[src/design/llnd_pkg.sv]
// llnd_pkg: shared types and constants for the least-loaded node dispatcher.
// Holds the sequencer state enum, the per-node record type and register map.
// No dependencies.
package llnd_pkg;

   // Field widths fixed by the interface
   localparam int DATA_W      = 8;
   localparam int OUT_IDX_W   = 4;

   // Defaults for the top-level parameter and the capacity register
   localparam int             NODE_COUNT_DEF = 10;
   localparam logic [DATA_W-1:0] CAPACITY_RESET = 8'd100;

   // Configuration port: byte address, register index in bit 2 upward
   localparam int   CSR_ADDR_W        = 3;
   localparam int   CSR_DATA_W        = 32;
   localparam logic CSR_NODE_CAPACITY = 1'b0;

   // Request kinds
   localparam logic KIND_CPU = 1'b0;
   localparam logic KIND_IO  = 1'b1;

   // Saturation limit of the per-node counters
   localparam logic [DATA_W-1:0] COUNT_MAX = '1;

   // Sequencer states
   typedef enum logic [1:0] {
      ST_IDLE,
      ST_SCAN,
      ST_DECIDE
   } state_type;

   // One node entry as held in the node table
   typedef struct packed {
      logic [DATA_W-1:0] free;
      logic [DATA_W-1:0] cpu;
      logic [DATA_W-1:0] io;
   } node_rec_type;

endpackage

[src/design/least_loaded_node_dispatch.sv]
// least_loaded_node_dispatch: picks the active node with most free slots, or
// activates the first idle node, and updates that node's counters.
// Depends on llnd_pkg.
//
// The sequencer steps through the idle state that takes start, the scan
// state (one table read a cycle, each entry compared in the cycle after its
// read), then the decide state that picks, updates and writes back the
// chosen entry; the result strobe is registered from the decide state.
// A new request is taken only once the sequencer is back in idle.
// Reset (synchronous): all nodes inactive, capacity 100; table entries are not cleared.
// The receiver cannot stall: each result is shown for exactly one cycle.
module least_loaded_node_dispatch #(
   parameter int NODE_COUNT = llnd_pkg::NODE_COUNT_DEF
) (
   input  logic                              clock,
   input  logic                              reset,
   // request channel
   input  logic                              start,
   output logic                              busy,
   input  logic                              req_request_kind,
   // result channel
   output logic                              rsp_valid,
   output logic                              rsp_accepted,
   output logic [llnd_pkg::OUT_IDX_W-1:0]    rsp_node_index,
   output logic                              rsp_newly_activated,
   output logic [llnd_pkg::DATA_W-1:0]       rsp_free_after,
   output logic [llnd_pkg::DATA_W-1:0]       rsp_cpu_total,
   output logic [llnd_pkg::DATA_W-1:0]       rsp_io_total,
   // configuration port
   input  logic                              psel,
   input  logic                              penable,
   input  logic                              pwrite,
   input  logic [llnd_pkg::CSR_ADDR_W-1:0]   paddr,
   input  logic [llnd_pkg::CSR_DATA_W-1:0]   pwdata,
   output logic [llnd_pkg::CSR_DATA_W-1:0]   prdata,
   output logic                              pready
);
   import llnd_pkg::*;

   localparam int IDX_W = (NODE_COUNT > 1) ? $clog2(NODE_COUNT) : 1;
   localparam int CNT_W = $clog2(NODE_COUNT + 1);
   localparam logic [IDX_W-1:0] LAST_IDX = IDX_W'(NODE_COUNT - 1);
   localparam logic [CNT_W-1:0] NODE_CNT = CNT_W'(NODE_COUNT);

   // ---------------------------------------------------------------------
   // Storage
   // ---------------------------------------------------------------------
   // node table: entries are meaningful only once the node is active
   node_rec_type              node_mem [NODE_COUNT];
   logic [NODE_COUNT-1:0]     node_active_ff, node_active_in;
   logic [DATA_W-1:0]         capacity_ff, capacity_in;

   // sequencer
   state_type                 state_ff, state_in;
   logic                      kind_ff, kind_in;
   logic [CNT_W-1:0]          iss_idx_ff, iss_idx_in;
   logic                      cmp_vld_ff, cmp_vld_in;
   logic [IDX_W-1:0]          cmp_idx_ff;
   node_rec_type              rd_rec_ff;
   logic                      rd_act_ff;

   // scan results
   logic                      best_vld_ff, best_vld_in;
   logic [IDX_W-1:0]          best_idx_ff, best_idx_in;
   node_rec_type              best_rec_ff, best_rec_in;
   logic                      inact_vld_ff, inact_vld_in;
   logic [IDX_W-1:0]          inact_idx_ff, inact_idx_in;

   // result register
   logic                      rsp_valid_ff, rsp_valid_in;
   logic                      rsp_acc_ff, rsp_acc_in;
   logic [OUT_IDX_W-1:0]      rsp_idx_ff, rsp_idx_in;
   logic                      rsp_fresh_ff, rsp_fresh_in;
   node_rec_type              rsp_rec_ff, rsp_rec_in;

   // table port controls
   logic                      rd_en;
   logic [IDX_W-1:0]          rd_addr;
   logic                      wr_en;
   logic [IDX_W-1:0]          wr_addr;
   node_rec_type              wr_rec;

   // decide-cycle selection
   logic                      take;
   logic                      fresh;
   logic [IDX_W-1:0]          sel_idx;
   node_rec_type              sel_rec;
   node_rec_type              upd_rec;

   logic                      csr_wr;

   // ---------------------------------------------------------------------
   // Configuration port
   // ---------------------------------------------------------------------
   assign pready = 1'b1;
   assign csr_wr = psel && penable && pwrite &&
                   (paddr[CSR_ADDR_W-1:2] == CSR_NODE_CAPACITY);

   always_comb begin
      prdata = '0;
      if (paddr[CSR_ADDR_W-1:2] == CSR_NODE_CAPACITY) begin
         prdata = CSR_DATA_W'(capacity_ff);
      end
   end

   assign capacity_in = csr_wr ? pwdata[DATA_W-1:0] : capacity_ff;

   // ---------------------------------------------------------------------
   // Decide cycle: pick the node and work out its updated entry
   // ---------------------------------------------------------------------
   always_comb begin
      take    = 1'b0;
      fresh   = 1'b0;
      sel_idx = best_idx_ff;
      sel_rec = best_rec_ff;
      if (best_vld_ff) begin
         take = 1'b1;
      end else if (inact_vld_ff) begin
         take         = 1'b1;
         fresh        = 1'b1;
         sel_idx      = inact_idx_ff;
         sel_rec.free = capacity_ff;
         sel_rec.cpu  = '0;
         sel_rec.io   = '0;
      end

      // decrement stops at zero, counters stop at their maximum
      upd_rec = sel_rec;
      if (sel_rec.free != '0) begin
         upd_rec.free = sel_rec.free - 1'b1;
      end
      if (kind_ff == KIND_CPU) begin
         if (sel_rec.cpu != COUNT_MAX) upd_rec.cpu = sel_rec.cpu + 1'b1;
      end else begin
         if (sel_rec.io != COUNT_MAX) upd_rec.io = sel_rec.io + 1'b1;
      end
   end

   // ---------------------------------------------------------------------
   // Sequencer: next state and datapath controls
   // ---------------------------------------------------------------------
   always_comb begin
      state_in       = state_ff;
      kind_in        = kind_ff;
      iss_idx_in     = iss_idx_ff;
      cmp_vld_in     = 1'b0;
      best_vld_in    = best_vld_ff;
      best_idx_in    = best_idx_ff;
      best_rec_in    = best_rec_ff;
      inact_vld_in   = inact_vld_ff;
      inact_idx_in   = inact_idx_ff;
      node_active_in = node_active_ff;
      rsp_valid_in   = 1'b0;
      rsp_acc_in     = 1'b0;
      rsp_idx_in     = '0;
      rsp_fresh_in   = 1'b0;
      rsp_rec_in     = '0;
      rd_en          = 1'b0;
      rd_addr        = iss_idx_ff[IDX_W-1:0];
      wr_en          = 1'b0;
      wr_addr        = sel_idx;
      wr_rec         = upd_rec;

      unique case (state_ff)
         ST_IDLE: begin
            if (start) begin
               state_in     = ST_SCAN;
               kind_in      = req_request_kind;
               iss_idx_in   = '0;
               best_vld_in  = 1'b0;
               inact_vld_in = 1'b0;
            end
         end

         ST_SCAN: begin
            // issue one table read a cycle
            if (iss_idx_ff != NODE_CNT) begin
               rd_en      = 1'b1;
               cmp_vld_in = 1'b1;
               iss_idx_in = iss_idx_ff + 1'b1;
            end
            // compare the entry read last cycle
            if (cmp_vld_ff) begin
               if (rd_act_ff && rd_rec_ff.free != '0 &&
                   (!best_vld_ff || rd_rec_ff.free > best_rec_ff.free)) begin
                  best_vld_in = 1'b1;
                  best_idx_in = cmp_idx_ff;
                  best_rec_in = rd_rec_ff;
               end
               if (!rd_act_ff && !inact_vld_ff) begin
                  inact_vld_in = 1'b1;
                  inact_idx_in = cmp_idx_ff;
               end
               if (cmp_idx_ff == LAST_IDX) begin
                  state_in = ST_DECIDE;
               end
            end
         end

         ST_DECIDE: begin
            state_in     = ST_IDLE;
            wr_en        = take;
            rsp_valid_in = 1'b1;
            if (take) begin
               rsp_acc_in   = 1'b1;
               rsp_idx_in   = OUT_IDX_W'(sel_idx);
               rsp_fresh_in = fresh;
               rsp_rec_in   = upd_rec;
               if (fresh) node_active_in[sel_idx] = 1'b1;
            end
         end

         default: begin
            state_in = ST_IDLE;
         end
      endcase
   end

   // ---------------------------------------------------------------------
   // Control registers
   // ---------------------------------------------------------------------
   always_ff @(posedge clock) begin
      if (reset) begin
         state_ff       <= ST_IDLE;
         capacity_ff    <= CAPACITY_RESET;
         node_active_ff <= '0;
         cmp_vld_ff     <= 1'b0;
         iss_idx_ff     <= '0;
         best_vld_ff    <= 1'b0;
         inact_vld_ff   <= 1'b0;
         rsp_valid_ff   <= 1'b0;
      end else begin
         state_ff       <= state_in;
         capacity_ff    <= capacity_in;
         node_active_ff <= node_active_in;
         cmp_vld_ff     <= cmp_vld_in;
         iss_idx_ff     <= iss_idx_in;
         best_vld_ff    <= best_vld_in;
         inact_vld_ff   <= inact_vld_in;
         rsp_valid_ff   <= rsp_valid_in;
      end
   end

   // payload registers
   always_ff @(posedge clock) begin
      kind_ff      <= kind_in;
      best_idx_ff  <= best_idx_in;
      best_rec_ff  <= best_rec_in;
      inact_idx_ff <= inact_idx_in;
      rsp_acc_ff   <= rsp_acc_in;
      rsp_idx_ff   <= rsp_idx_in;
      rsp_fresh_ff <= rsp_fresh_in;
      rsp_rec_ff   <= rsp_rec_in;
   end

   // ---------------------------------------------------------------------
   // Node table: one registered read, one write
   // ---------------------------------------------------------------------
   always_ff @(posedge clock) begin
      if (rd_en) begin
         rd_rec_ff  <= node_mem[rd_addr];
         rd_act_ff  <= node_active_ff[rd_addr];
         cmp_idx_ff <= rd_addr;
      end
   end

   always_ff @(posedge clock) begin
      if (wr_en) begin
         node_mem[wr_addr] <= wr_rec;
      end
   end

   // ---------------------------------------------------------------------
   // Outputs
   // ---------------------------------------------------------------------
   assign busy                = (state_ff != ST_IDLE);
   assign rsp_valid           = rsp_valid_ff;
   assign rsp_accepted        = rsp_acc_ff;
   assign rsp_node_index      = rsp_idx_ff;
   assign rsp_newly_activated = rsp_fresh_ff;
   assign rsp_free_after      = rsp_rec_ff.free;
   assign rsp_cpu_total       = rsp_rec_ff.cpu;
   assign rsp_io_total        = rsp_rec_ff.io;

   // ---------------------------------------------------------------------
   // Assertions
   // ---------------------------------------------------------------------
   // a result beat only ever follows the decide cycle
   a_rsp_after_decide: assert property (@(posedge clock) disable iff (reset)
      rsp_valid |-> $past(state_ff == ST_DECIDE))
      else $error("result beat without a decide cycle");

   // a taken request always starts the scan
   a_start_scans: assert property (@(posedge clock) disable iff (reset)
      (start && !busy) |=> (state_ff == ST_SCAN))
      else $error("accepted request did not start the scan");

   // a rejected request reports all-zero fields
   a_reject_zero: assert property (@(posedge clock) disable iff (reset)
      (rsp_valid && !rsp_accepted) |->
         (rsp_node_index == '0 && !rsp_newly_activated && rsp_free_after == '0 &&
          rsp_cpu_total == '0 && rsp_io_total == '0))
      else $error("rejected request with non-zero fields");

   // a freshly activated node has served exactly this one request
   a_fresh_one: assert property (@(posedge clock) disable iff (reset)
      (rsp_valid && rsp_newly_activated) |->
         (({1'b0, rsp_cpu_total} + {1'b0, rsp_io_total}) == 9'd1))
      else $error("fresh node counters do not total one");

endmodule
[config.mk]
export PLATFORM = sky130hd
export DESIGN_NAME = least_loaded_node_dispatch
export DESIGN_NICKNAME = d
export VERILOG_FILES = /design/src/design/llnd_pkg.sv /design/src/design/least_loaded_node_dispatch.sv
export SDC_FILE = /design/constraint.sdc
export NUM_CORES = 1
export LEC_CHECK = 0
export BUFFER_PORTS_ARGS = -buffer_cell sky130_fd_sc_hd__buf_2
export CORE_UTILIZATION = 40
export DETAILED_ROUTE_END_ITERATION = 10
export GPL_TIMING_DRIVEN = 1
export PLACE_DENSITY = 0.6
export RECOVER_POWER = 25
export SLEW_MARGIN = 5
export SYNTH_ARGS = -nofsm -noshare
export SYNTH_HDL_FRONTEND = slang
export SYNTH_SLANG_ARGS = --single-unit
[constraint.sdc]
create_clock -name clock -period 9.9 [get_ports clock]
set_input_delay 0.99 -clock clock [delete_from_list [all_inputs] [get_ports clock]]
set_output_delay 0.99 -clock clock [all_outputs]
set_load 0.02 [all_outputs]
==> results of run 1 <==
## path summary, 6_finish.rpt
path	end	slack [ns]	start	cells past startpoint
min	best_rec_ff[9]	0.41	rd_rec_ff[9]	0
max	iss_idx_ff[3]	4.28	iss_idx_ff[0]	8
max reg2reg	iss_idx_ff[3]	4.28	iss_idx_ff[0]	8
min reg2reg	best_rec_ff[9]	0.41	rd_rec_ff[9]	0
## logic make-up (layout without fill, tap and decap cells)
family	after synthesis	after routing
XOR/XNOR	14	14
multiplexers	89	89
flip-flops	360	360
adder cells (fa/ha/maj)	14	14
AND/OR/NAND/NOR	228	228
AO/OA/AOI/OAI	107	107
other	2	25
buffers and inverters	83	160
## metal layers
layer | wire length [um] | GRT usage [%] | up-vias
met5 | 0 | 0 | -
met4 | 469 | 4.57 | 0
li1 | - | - | 3530
met3 | 1310 | 2.61 | 34
met2 | 14100 | 26.5 | 206
met1 | 14000 | 24.1 | 3908
## metrics by stage
stage | area [um2] | setup WS, ns | total power [uW] | hold WS [ns] | cells
finish | 16300 | 4.28 | 3180 | 0.412 | 1458
global route | 16300 | 3.57 | 3300 | 0.413 | 1458
CTS | 16400 | 6.35 | 3220 | 0.410 | 1458
detailed placement | 15200 | 6.40 | 1830 | 0.405 | 1387
global placement | 15200 | 6.40 | 1820 | 0.402 | 1387
floorplan | 14500 | 5.51 | 1800 | 0.400 | 920
## final cells by class
| class | instances | area, um2 |
|---|---|---|
| Clock inverter | 21 | 191 |
| Fill cell | 3097 | 19300 |
| Multi-Input combinational cell | 477 | 3860 |
| Sequential cell | 360 | 10200 |
| Timing Repair Buffer | 74 | 340 |
| Inverter | 15 | 56.3 |
| Clock buffer | 50 | 1040 |
| Tap cell | 461 | 577 |
## worst reg2reg max path: stages (launching register included)
cell	delay, ns
sky130_fd_sc_hd__dfxtp_4	0.79
sky130_fd_sc_hd__clkbuf_1	2.77
sky130_fd_sc_hd__inv_1	0.41
sky130_fd_sc_hd__ha_1	0.40
sky130_fd_sc_hd__and3b_1	0.22
sky130_fd_sc_hd__a21oi_1	0.35
sky130_fd_sc_hd__nand4_1	0.16
sky130_fd_sc_hd__xor2_1	0.28
sky130_fd_sc_hd__nor2_1	0.16
## sequential cells by signal, indices dropped and copies added, names as in the netlist
| signal | flops |
|---|---|
| kind_ff | 1 |
| capacity_ff | 8 |
| rd_act_ff | 1 |
| rsp_valid | 1 |
| inact_idx_ff | 4 |
| rsp_node_index | 4 |
| best_rec_ff | 24 |
| state_ff | 2 |
| rsp_accepted | 1 |
| node_active_ff | 10 |
| rsp_newly_activated | 1 |
| iss_idx_ff | 4 |
| best_idx_ff | 4 |
| rsp_free_after | 8 |
| cmp_idx_ff | 4 |
| node_mem | 240 |
| inact_vld_ff | 1 |
| best_vld_ff | 1 |
| rsp_cpu_total | 8 |
| rd_rec_ff | 24 |
| cmp_vld_ff | 1 |
| rsp_io_total | 8 |
## cell usage after synthesis, types with 15 or more instances
master	n	area share, %
sky130_fd_sc_hd__a211oi_1	24	1.2
sky130_fd_sc_hd__mux4_2	50	7.8
sky130_fd_sc_hd__clkbuf_1	26	0.68
sky130_fd_sc_hd__nor2_1	57	1.5
sky130_fd_sc_hd__edfxtp_1	302	63
sky130_fd_sc_hd__dfxtp_1	58	8.0
sky130_fd_sc_hd__a21oi_1	52	1.8
sky130_fd_sc_hd__buf_4	26	1.4
sky130_fd_sc_hd__nand2_1	38	0.99
sky130_fd_sc_hd__mux2i_1	33	2.3
sky130_fd_sc_hd__nor2b_1	38	1.6
sky130_fd_sc_hd__inv_1	15	0.39
sky130_fd_sc_hd__and3_1	15	0.65
## cells in the final DEF (no fill, tap or decap), drive strengths merged, types with 8 or more instances in the layout
master / netlist / layout
edfxtp: 302 / 302
clkbuf: 26 / 98
dfxtp: 58 / 58
nor2: 58 / 58
a21oi: 53 / 53
mux4: 50 / 50
nor2b: 38 / 38
nand2: 38 / 38
mux2i: 35 / 35
buf: 42 / 26
conb: 2 / 25
a211oi: 25 / 25
inv: 15 / 16
clkinv: 0 / 16
and3: 15 / 15
ha: 14 / 14
and2: 12 / 12
nor3: 11 / 11
nand3: 11 / 11
xor2: 10 / 10
o21ai: 8 / 8
## power by group
part / switching (uW) / internal, uW / leakage (uW)
sequential: 14.2 / 1660 / 0.00321
combinational: 76.9 / 47.6 / 0.00157
clock: 566 / 823 / 0.000599
==> flow_results.xml, run 1 <==
<?xml version="1.0" encoding="UTF-8"?>
<metrics>
  <group name="status">
    <metric name="outcome" unit="">complete, but fails checks</metric>
    <metric name="violations" unit="">max-capacitance violations, max-slew violations</metric>
  </group>
  <group name="synthesis">
    <metric name="ffs_w_async_s_r_synth" unit="%">0</metric>
    <metric name="synth-main-ff-cell" unit="">sky130_fd_sc_hd__edfxtp_1</metric>
    <metric name="synthesis.area" unit="um2">14400</metric>
    <metric name="synth_fa_ha_area_share" unit="%">1.21</metric>
    <metric name="synth-seq-cells" unit="">360</metric>
    <metric name="parity_gate_share_of_the_synthesized_area_counting_xor_and_xnor_cells" unit="%">0.901</metric>
    <metric name="synth.distinct_cells" unit="">62</metric>
    <metric name="yosys_warnings" unit="">0</metric>
    <metric name="synth-edff-count" unit="">302</metric>
    <metric name="synth_sequential_area_ratio" unit="%">70.8</metric>
    <metric name="netlist_instances" unit="">897</metric>
    <metric name="synth_top_family_by_area" unit="">multiplexers</metric>
    <metric name="yosys.area_share.simple" unit="%">8.56</metric>
    <metric name="synth_compound_gate_area_share" unit="%">4.79</metric>
    <metric name="post_synth_mux_area_share" unit="%">10.6</metric>
    <metric name="syn_area_per_cell" unit="um2">16.1</metric>
  </group>
  <group name="timing">
    <metric name="grt_setup_unrepaired" unit="">no</metric>
    <metric name="fin_clk_skew" unit="ns">0.0176</metric>
    <metric name="final.period_utilization" unit="%">56.8</metric>
    <metric name="final_max_slew_viol_count" unit="">276</metric>
    <metric name="finalWorstPathRequiredPeriod" unit="ns">5.62</metric>
    <metric name="max_clock_freq" unit="MHz">178</metric>
    <metric name="setup_violations" unit="">0</metric>
    <metric name="transition_at_the_pin_with_the_smallest_max_transition_slack" unit="ns">3.84</metric>
    <metric name="report.final.hold_viol_count" unit="">0</metric>
    <metric name="timing.setup.tns" unit="ns">0</metric>
    <metric name="worst_slew_margin_rel" unit="%">-156</metric>
  </group>
  <group name="global_routing">
    <metric name="globalRouteOverflowTotal" unit="">0</metric>
    <metric name="grt_pass1_wl" unit="um">45700</metric>
    <metric name="globalRouteTotalUtil" unit="%">16.8</metric>
    <metric name="pin_count_of_the_biggest_net_entering_global_routing" unit="">57</metric>
    <metric name="grt_antenna_before_repair" unit="">1</metric>
    <metric name="grt_pass1_vias" unit="">7531</metric>
  </group>
  <group name="clocking">
    <metric name="clk_root_buffer_cell" unit="">sky130_fd_sc_hd__clkbuf_16</metric>
    <metric name="tritoncts_num_sinks" unit="">360</metric>
    <metric name="postCtsSetupRepairBufs" unit="">0</metric>
    <metric name="holdBufCountCts" unit="">0</metric>
    <metric name="post_cts.resized_instances" unit="">0</metric>
    <metric name="cts_buffers" unit="">39</metric>
    <metric name="insertion_delay" unit="ns">0.52</metric>
    <metric name="cts_tree" unit="">built</metric>
    <metric name="clock_path_buffers" unit="">3</metric>
    <metric name="cts_htree_levels" unit="">2</metric>
    <metric name="clock_transition_at_the_registers_of_the_reported_paths" unit="ns">0.06</metric>
  </group>
  <group name="detailed_routing">
    <metric name="route.detailed.wl_per_inst" unit="um">20.5</metric>
    <metric name="first_pass_iteration_count_of_the_detailed_router" unit="">5</metric>
    <metric name="post_drt_via_cell_ratio" unit="">5.27</metric>
    <metric name="final_wirelength" unit="um">29900</metric>
    <metric name="detailedRoute.firstIterationViolations" unit="">661</metric>
    <metric name="drc" unit="">0</metric>
    <metric name="vias" unit="">7678</metric>
    <metric name="ant_nets" unit="">0</metric>
  </group>
  <group name="placement">
    <metric name="globalplace.congestion" unit="">0.770</metric>
    <metric name="port_buffer_count" unit="">55</metric>
    <metric name="dp.final_hpwl" unit="um">17400</metric>
  </group>
  <group name="worst_setup_path">
    <metric name="timing.critical_path.slowest_cell_delay" unit="ns">2.74</metric>
    <metric name="data_required_time_at_the_worst_endpoint" unit="ns">10.35</metric>
    <metric name="critical_path.endpoint_type" unit="">flip-flop</metric>
    <metric name="cp_slowest_cell" unit="">sky130_fd_sc_hd__clkbuf_1</metric>
    <metric name="critical_path.cell_chain" unit="">clkbuf_1 -&gt; inv_1 -&gt; ha_1 -&gt; and3b_1 -&gt; a21oi_1 -&gt; nand4_1 -&gt; xor2_1 -&gt; nor2_1</metric>
    <metric name="timing.critical_path.fanout_max" unit="">46</metric>
    <metric name="arrival" unit="ns">6.07</metric>
    <metric name="critical_path_start_type" unit="">flip-flop</metric>
    <metric name="setup.worst_path.class" unit="">reg2reg</metric>
    <metric name="worstPathBufferInverterCount" unit="">2</metric>
    <metric name="crit_family" unit="">buffers and inverters</metric>
  </group>
  <group name="floorplan">
    <metric name="die_width" unit="um">192</metric>
    <metric name="floorplan.die.height" unit="um">192</metric>
    <metric name="initial_utilization" unit="%">40.6</metric>
    <metric name="std_cell_rows" unit="">69</metric>
    <metric name="fp.dieArea" unit="um2">36900</metric>
    <metric name="floorplan.core_area" unit="um2">35600</metric>
    <metric name="floorplan.io_pins" unit="">107</metric>
  </group>
  <group name="min_path">
    <metric name="class_of_the_tightest_hold_or_removal_check" unit="">reg2reg</metric>
  </group>
  <group name="power_and_ir_drop">
    <metric name="vdd_drop_max" unit="V">0.000130</metric>
    <metric name="pwr_density_cell" unit="nW/um2">195</metric>
    <metric name="leakage" unit="uW">0.00537</metric>
  </group>
  <group name="cells_and_area">
    <metric name="flow.area_growth_from_synthesis" unit="%">12.8</metric>
    <metric name="n_antenna_cell" unit="">0</metric>
    <metric name="layout_cell_share_with_drive_strength_beyond_1" unit="%">15.2</metric>
    <metric name="final_net_count" unit="">1023</metric>
    <metric name="finish.utilization" unit="%">45.8</metric>
  </group>
  <group name="flow_run">
    <metric name="timing.max_cap.violations" unit="">6</metric>
  </group>
</metrics>
Power figures use the tool's default switching activity.
==> run 2: changes to the inputs <==
--- a/config.mk
+++ b/config.mk
@@ -9,7 +9,7 @@
 export CORE_UTILIZATION = 40
 export DETAILED_ROUTE_END_ITERATION = 10
 export GPL_TIMING_DRIVEN = 1
-export PLACE_DENSITY = 0.6
+export PLACE_DENSITY = 0.62
 export RECOVER_POWER = 25
 export SLEW_MARGIN = 5
 export SYNTH_ARGS = -nofsm -noshare
==> constraint.sdc (replaced) <==
create_clock -name clock -period 4.8 [get_ports clock]
set_input_delay 0.48 -clock clock [delete_from_list [all_inputs] [get_ports clock]]
set_output_delay 0.48 -clock clock [all_outputs]
set_load 0.02 [all_outputs]
==> flow_results.xml, run 2 (synthesis gave the netlist of run 1 again) <==
<?xml version="1.0" encoding="UTF-8"?>
<metrics>
  <group name="power_and_ir_drop">
    <metric name="clockPowerShare" unit="%">44.0</metric>
    <metric name="vdd_drop_max" unit="V">0.000351</metric>
    <metric name="leakage" unit="uW">0.00540</metric>
    <metric name="pwr_density_cell" unit="nW/um2">403</metric>
    <metric name="p_seq_share" unit="%">52.1</metric>
    <metric name="power.share.switching" unit="%">20.8</metric>
    <metric name="switching_power" unit="uW">1370</metric>
    <metric name="combPwrFrac" unit="%">3.9</metric>
    <metric name="p_int" unit="uW">5230</metric>
  </group>
  <group name="cells_and_area">
    <metric name="layout_cell_share_with_drive_strength_beyond_1" unit="%">15.5</metric>
    <metric name="number_of_filler_instances_in_the_final_layout" unit="">3095</metric>
    <metric name="n_antenna_cell" unit="">0</metric>
    <metric name="largest_register" unit="">node_mem</metric>
    <metric name="flow.area_growth_from_synthesis" unit="%">13.3</metric>
    <metric name="final_cell_mix" unit="">302 x sky130_fd_sc_hd__edfxtp_1, 55 x sky130_fd_sc_hd__dfxtp_1, 55 x sky130_fd_sc_hd__clkbuf_1, 54 x sky130_fd_sc_hd__nor2_1, 52 x sky130_fd_sc_hd__a21oi_1</metric>
    <metric name="final_net_count" unit="">1024</metric>
    <metric name="largest_register_ffs" unit="">240</metric>
    <metric name="final_cells" unit="">1460</metric>
    <metric name="final_cell_area" unit="um2">16400</metric>
    <metric name="layout_commonest_cell" unit="">sky130_fd_sc_hd__edfxtp_1</metric>
    <metric name="reg_top3" unit="">node_mem: 240 flops, best_rec_ff: 24 flops, rd_rec_ff: 24 flops</metric>
  </group>
  <group name="worst_setup_path">
    <metric name="reg2reg_slack" unit="ns">1.03</metric>
    <metric name="r2r_cell_count" unit="">5</metric>
    <metric name="critical_path.endpoint_type" unit="">flip-flop</metric>
    <metric name="crit-reg2reg-capture" unit="">rd_rec_ff[18]</metric>
    <metric name="r2r_start" unit="">iss_idx_ff[1]</metric>
    <metric name="arrival" unit="ns">3.89</metric>
    <metric name="timing.critical_path.fanout_max" unit="">34</metric>
    <metric name="setup.worst_path.class" unit="">reg2reg</metric>
    <metric name="critical_path_start_type" unit="">flip-flop</metric>
    <metric name="data_required_time_at_the_worst_endpoint" unit="ns">4.92</metric>
  </group>
  <group name="status">
    <metric name="outcome" unit="">complete, but fails checks</metric>
    <metric name="violations" unit="">max-capacitance violations, max-slew violations</metric>
  </group>
  <group name="timing">
    <metric name="grt_setup_unrepaired" unit="">no</metric>
    <metric name="post-route-worst-setup-slack" unit="ns">1.03</metric>
    <metric name="final.period_utilization" unit="%">78.6</metric>
    <metric name="max_clock_freq" unit="MHz">265</metric>
    <metric name="worst_slew_margin_rel" unit="%">-94.2</metric>
    <metric name="fin_clk_skew" unit="ns">0.0212</metric>
    <metric name="finalWorstPathRequiredPeriod" unit="ns">3.77</metric>
    <metric name="setup_violations" unit="">0</metric>
    <metric name="timing.setup.tns" unit="ns">0</metric>
    <metric name="final_max_slew_viol_count" unit="">89</metric>
    <metric name="transition_at_the_pin_with_the_smallest_max_transition_slack" unit="ns">2.91</metric>
    <metric name="report.final.hold_viol_count" unit="">0</metric>
  </group>
  <group name="detailed_routing">
    <metric name="route.detailed.wl_per_inst" unit="um">20.0</metric>
    <metric name="final_wirelength" unit="um">29200</metric>
    <metric name="drc" unit="">0</metric>
    <metric name="post_drt_via_cell_ratio" unit="">5.26</metric>
    <metric name="detailedRoute.firstIterationViolations" unit="">679</metric>
    <metric name="vias" unit="">7683</metric>
    <metric name="ant_nets" unit="">0</metric>
    <metric name="first_pass_iteration_count_of_the_detailed_router" unit="">7</metric>
  </group>
  <group name="flow_run">
    <metric name="timing.max_cap.violations" unit="">2</metric>
  </group>
  <group name="global_routing">
    <metric name="pin_count_of_the_biggest_net_entering_global_routing" unit="">79</metric>
    <metric name="globalRouteTotalUtil" unit="%">16.2</metric>
    <metric name="globalRouteOverflowTotal" unit="">0</metric>
    <metric name="grt_pass1_wl" unit="um">44400</metric>
    <metric name="grt_antenna_before_repair" unit="">0</metric>
    <metric name="grt_pass1_vias" unit="">7442</metric>
  </group>
  <group name="floorplan">
    <metric name="floorplan.io_pins" unit="">107</metric>
    <metric name="die_width" unit="um">192</metric>
    <metric name="floorplan.core_area" unit="um2">35600</metric>
    <metric name="std_cell_rows" unit="">69</metric>
    <metric name="fp.dieArea" unit="um2">36900</metric>
    <metric name="initial_utilization" unit="%">40.6</metric>
    <metric name="floorplan.die.height" unit="um">192</metric>
  </group>
  <group name="placement">
    <metric name="globalplace.congestion" unit="">0.817</metric>
    <metric name="dp.final_hpwl" unit="um">17000</metric>
    <metric name="port_buffer_count" unit="">55</metric>
    <metric name="placed_cell_area" unit="um2">15200</metric>
    <metric name="numPlacedInstances" unit="">1388</metric>
    <metric name="detailedPlace.worstSlack" unit="ns">1.68</metric>
  </group>
  <group name="clocking">
    <metric name="holdBufCountCts" unit="">0</metric>
    <metric name="post_cts.resized_instances" unit="">0</metric>
    <metric name="insertion_delay" unit="ns">0.53</metric>
    <metric name="clock_path_buffers" unit="">3</metric>
    <metric name="tritoncts_num_sinks" unit="">360</metric>
    <metric name="clock_transition_at_the_registers_of_the_reported_paths" unit="ns">0.06</metric>
    <metric name="cts_buffers" unit="">39</metric>
    <metric name="cts_tree" unit="">built</metric>
    <metric name="cts_htree_levels" unit="">2</metric>
    <metric name="clk_root_buffer_cell" unit="">sky130_fd_sc_hd__clkbuf_16</metric>
    <metric name="postCtsSetupRepairBufs" unit="">0</metric>
  </group>
  <group name="min_path">
    <metric name="timing.hold.worst_path_depth" unit="">1</metric>
    <metric name="class_of_the_tightest_hold_or_removal_check" unit="">in2reg</metric>
    <metric name="hold_end" unit="">kind_ff</metric>
    <metric name="hold_path_startpoint" unit="">req_request_kind</metric>
  </group>
</metrics>
-- run 2: area by class of cell --
type	count	area [um2]	share of cell area (%)
clock buffer	49	1010	6.19
clock inverter	23	226	1.38
multi-input combinational	477	3850	23.5
timing repair buffer	75	409	2.50
inverter	15	56.3	0.344
sequential	360	10200	62.5
tap	461	577	3.52
-- run 2: power groups by stage --
stage                     Sequential [uW]  Combinational (uW)  Clock [uW]
after global routing                 3440                 288        3100
after CTS                            3430                 264        2970
after floorplan                      3490                 221           0
after global placement               3500                 259           0
after detailed placement             3500                 263           0
final                                3440                 259        2910
-- run 2: worst max-delay path: stages, from the launching register on --
cell and delay [ns]:
sky130_fd_sc_hd__dfxtp_2 0.76, sky130_fd_sc_hd__clkbuf_1 1.65, sky130_fd_sc_hd__mux4_2 0.45, sky130_fd_sc_hd__nor2b_1 0.15, sky130_fd_sc_hd__a211oi_1 0.24, sky130_fd_sc_hd__a21oi_1 0.10
-- run 2: worst max-delay path by stage --
stage,startpoint,end,slack (ns),cells after the start
after detailed placement,best_vld_ff,node_mem[8][17],1.68,6
final,iss_idx_ff[1],rd_rec_ff[18],1.03,5
after global routing,iss_idx_ff[1],rd_rec_ff[11],0.77,5
after floorplan,rd_rec_ff[23],best_idx_ff[0],0.41,6
after global placement,best_vld_ff,node_mem[8][17],1.74,6
after CTS,best_vld_ff,node_mem[8][17],1.65,6
-- run 2: metrics by stage --
step	power, uW	hold slack [ns]	utilization, %
4_1_cts	6670	0.120	46.3
6_report	6600	0.137	46.0
3_3_place_gp	3760	0.402	42.8
3_5_place_dp	3760	0.407	42.8
2_1_floorplan	3710	0.400	-
5_1_grt	6820	0.121	46.0
-- run 2: layer usage --
layer	part of all wire, %	up-vias	global-route usage [%]
li1	-	3542	-
met1	48	3864	23.7
met2	45	236	25.2
met3	4.9	41	2.38
met4	2.1	0	4.78
met5	0	-	0
==> run 3: changes to the inputs <==
==> constraint.sdc (replaced) <==
create_clock -name clock -period 3.1 [get_ports clock]
set_input_delay 0.31 -clock clock [delete_from_list [all_inputs] [get_ports clock]]
set_output_delay 0.31 -clock clock [all_outputs]
set_load 0.02 [all_outputs]
==> flow_results.xml, run 3 (synthesis gave the netlist of run 1 again) <==
<?xml version="1.0" encoding="UTF-8"?>
<metrics>
  <group name="placement">
    <metric name="numPlacedInstances" unit="">1413</metric>
    <metric name="dp.final_hpwl" unit="um">18200</metric>
    <metric name="globalplace.congestion" unit="">0.822</metric>
    <metric name="detailedPlace.worstSlack" unit="ns">0.311</metric>
    <metric name="port_buffer_count" unit="">55</metric>
  </group>
  <group name="global_routing">
    <metric name="met2_usage" unit="%">25.7</metric>
    <metric name="grt_pass1_vias" unit="">7488</metric>
    <metric name="use_met3" unit="%">2.83</metric>
    <metric name="grt_pass1_wl" unit="um">45300</metric>
    <metric name="pin_count_of_the_biggest_net_entering_global_routing" unit="">52</metric>
    <metric name="globalRouteOverflowTotal" unit="">0</metric>
    <metric name="top_usage_layer_grt" unit="">met2</metric>
    <metric name="globalRouteTotalUtil" unit="%">16.6</metric>
    <metric name="grt_use_met1" unit="%">24.0</metric>
    <metric name="grt_antenna_before_repair" unit="">0</metric>
  </group>
  <group name="cells_and_area">
    <metric name="largest_register_ffs" unit="">240</metric>
    <metric name="n_antenna_cell" unit="">0</metric>
    <metric name="layout_cell_share_with_drive_strength_beyond_1" unit="%">17.6</metric>
    <metric name="largest_register" unit="">node_mem</metric>
    <metric name="sequential_cell_area" unit="um2">10200</metric>
    <metric name="final_cells" unit="">1487</metric>
    <metric name="final_net_count" unit="">1052</metric>
    <metric name="reg_top3" unit="">node_mem: 240 flops, best_rec_ff: 24 flops, rd_rec_ff: 24 flops</metric>
    <metric name="flow.area_growth_from_synthesis" unit="%">15.4</metric>
    <metric name="final_cell_mix" unit="">302 x sky130_fd_sc_hd__edfxtp_1, 58 x sky130_fd_sc_hd__dfxtp_1, 57 x sky130_fd_sc_hd__clkbuf_1, 52 x sky130_fd_sc_hd__nor2_1, 52 x sky130_fd_sc_hd__a21oi_1</metric>
    <metric name="layout_commonest_cell" unit="">sky130_fd_sc_hd__edfxtp_1</metric>
    <metric name="multi_input_comb_area" unit="um2">3890</metric>
    <metric name="number_of_filler_instances_in_the_final_layout" unit="">3012</metric>
  </group>
  <group name="timing">
    <metric name="final.period_utilization" unit="%">91.0</metric>
    <metric name="hold_slack_final" unit="ns">0.0321</metric>
    <metric name="setup_violations" unit="">0</metric>
    <metric name="worst_slew_margin_rel" unit="%">21.6</metric>
    <metric name="fin_clk_skew" unit="ns">0.0186</metric>
    <metric name="report.final.hold_viol_count" unit="">0</metric>
    <metric name="post-route-worst-setup-slack" unit="ns">0.280</metric>
    <metric name="transition_at_the_pin_with_the_smallest_max_transition_slack" unit="ns">1.18</metric>
    <metric name="timing.setup.tns" unit="ns">0</metric>
    <metric name="max_clock_freq" unit="MHz">355</metric>
    <metric name="grt_setup_unrepaired" unit="">no</metric>
    <metric name="finalWorstPathRequiredPeriod" unit="ns">2.82</metric>
    <metric name="final_max_slew_viol_count" unit="">0</metric>
  </group>
  <group name="power_and_ir_drop">
    <metric name="vdd_drop_max" unit="V">0.000578</metric>
    <metric name="switching_power" unit="uW">2120</metric>
    <metric name="combPwrFrac" unit="%">4.1</metric>
    <metric name="pwr_density_cell" unit="nW/um2">622</metric>
    <metric name="clockPowerShare" unit="%">44.7</metric>
    <metric name="leakage" unit="uW">0.00557</metric>
    <metric name="p_int" unit="uW">8250</metric>
    <metric name="p_seq_share" unit="%">51.2</metric>
    <metric name="power.share.switching" unit="%">20.5</metric>
    <metric name="design_power_total" unit="uW">10400</metric>
  </group>
  <group name="detailed_routing">
    <metric name="route.detailed.wl_per_inst" unit="um">20.0</metric>
    <metric name="drc" unit="">0</metric>
    <metric name="first_pass_iteration_count_of_the_detailed_router" unit="">5</metric>
    <metric name="detailedRoute.firstIterationViolations" unit="">570</metric>
    <metric name="vias" unit="">7711</metric>
    <metric name="final_wirelength" unit="um">29800</metric>
    <metric name="post_drt_via_cell_ratio" unit="">5.19</metric>
    <metric name="ant_nets" unit="">0</metric>
  </group>
  <group name="clocking">
    <metric name="clock_path_buffers" unit="">3</metric>
    <metric name="post_cts.resized_instances" unit="">0</metric>
    <metric name="cts_tree" unit="">built</metric>
    <metric name="cts_buffers" unit="">38</metric>
    <metric name="clk_root_buffer_cell" unit="">sky130_fd_sc_hd__clkbuf_16</metric>
    <metric name="cts_htree_levels" unit="">2</metric>
    <metric name="insertion_delay" unit="ns">0.53</metric>
    <metric name="postCtsSetupRepairBufs" unit="">0</metric>
    <metric name="clock_transition_at_the_registers_of_the_reported_paths" unit="ns">0.06</metric>
    <metric name="tritoncts_num_sinks" unit="">360</metric>
  </group>
  <group name="flow_run">
    <metric name="timing.max_cap.violations" unit="">0</metric>
  </group>
  <group name="floorplan">
    <metric name="fp.dieArea" unit="um2">36900</metric>
    <metric name="std_cell_rows" unit="">69</metric>
    <metric name="die_width" unit="um">192</metric>
    <metric name="floorplan.core_area" unit="um2">35600</metric>
    <metric name="floorplan.die.height" unit="um">192</metric>
    <metric name="initial_utilization" unit="%">40.6</metric>
    <metric name="floorplan.io_pins" unit="">107</metric>
  </group>
  <group name="status">
    <metric name="outcome" unit="">completed</metric>
  </group>
  <group name="worst_setup_path">
    <metric name="data_required_time_at_the_worst_endpoint" unit="ns">3.29</metric>
    <metric name="arrival" unit="ns">3.01</metric>
    <metric name="setup.worst_path.class" unit="">reg2reg</metric>
    <metric name="critical_path.endpoint_type" unit="">flip-flop</metric>
    <metric name="timing.critical_path.fanout_max" unit="">11</metric>
    <metric name="critical_path_start_type" unit="">flip-flop</metric>
  </group>
  <group name="min_path">
    <metric name="class_of_the_tightest_hold_or_removal_check" unit="">in2reg</metric>
  </group>
</metrics>
-- run 3: cell count changes in the layout (fill, tap and decap cells not counted), sizes merged --
| cell | change |
|---|---|
| clkinvlp | -1 |
| dlygate4sd3 | +4 |
| clkinv | -3 |
| bufinv | -1 |
| clkbuf | +10 |
| buf | +19 |
| inv | -1 |
-- run 3: path summary, 6_finish.rpt --
| path | slack [ns] | cells after the start | endpoint | start |
|---|---|---|---|---|
| min | 0.03 | 3 | capacity_ff[1] | pwdata[1] |
| min reg2reg | 0.40 | 0 | best_rec_ff[14] | rd_rec_ff[14] |
| max reg2reg | 0.28 | 7 | node_mem[6][0] | best_vld_ff |
| max | 0.28 | 7 | node_mem[6][0] | best_vld_ff |
-- run 3: final cells by class --
type	instances	area share (%)
clock buffers	53	6.79
clock inverters	17	0.983
inverters	15	0.338
multi-input cells	477	23.3
repair buffers	104	3.77
well taps	461	3.46
flip-flops and latches	360	61.3
-- run 3: through the flow --
| step | utilization (%) | area (um2) |
|---|---|---|
| after floorplan | - | 14600 |
| after global placement | 43.4 | 15400 |
| after detailed placement | 43.4 | 15400 |
| after CTS | 47.1 | 16800 |
| after global routing | 46.9 | 16700 |
| final | 46.9 | 16700 |
-- run 3: power by group through the flow --
stage / Clock, uW / Combinational, uW / Sequential (uW)
after floorplan: 0 / 344 / 5400
after global placement: 0 / 421 / 5420
after CTS: 4750 / 433 / 5310
after detailed placement: 0 / 428 / 5420
after global routing: 4940 / 470 / 5320
final: 4640 / 424 / 5320
-- run 3: worst max-delay path, cell delays in order (launching register included) --
cell and delay (ns):
sky130_fd_sc_hd__dfxtp_1 0.42, sky130_fd_sc_hd__nand2b_1 0.30, sky130_fd_sc_hd__buf_4 0.22, sky130_fd_sc_hd__and2_1 0.17, sky130_fd_sc_hd__ha_1 0.23, sky130_fd_sc_hd__nand3_1 0.17
sky130_fd_sc_hd__o21ai_0 0.20, sky130_fd_sc_hd__xnor2_1 0.78
-- run 3: repair_timing --
item / in CTS / in global routing
endpoints found under the hold margin: 4 / 0
hold buffers: 4 / 0
setup endpoints to repair: 0 / 0
-- run 3: layer usage --
layer | wire (um) | vias up
met4 | 568 | 0
met1 | 14400 | 3878
met2 | 13600 | 199
met3 | 1270 | 33
li1 | - | 3601
met5 | 0 | -
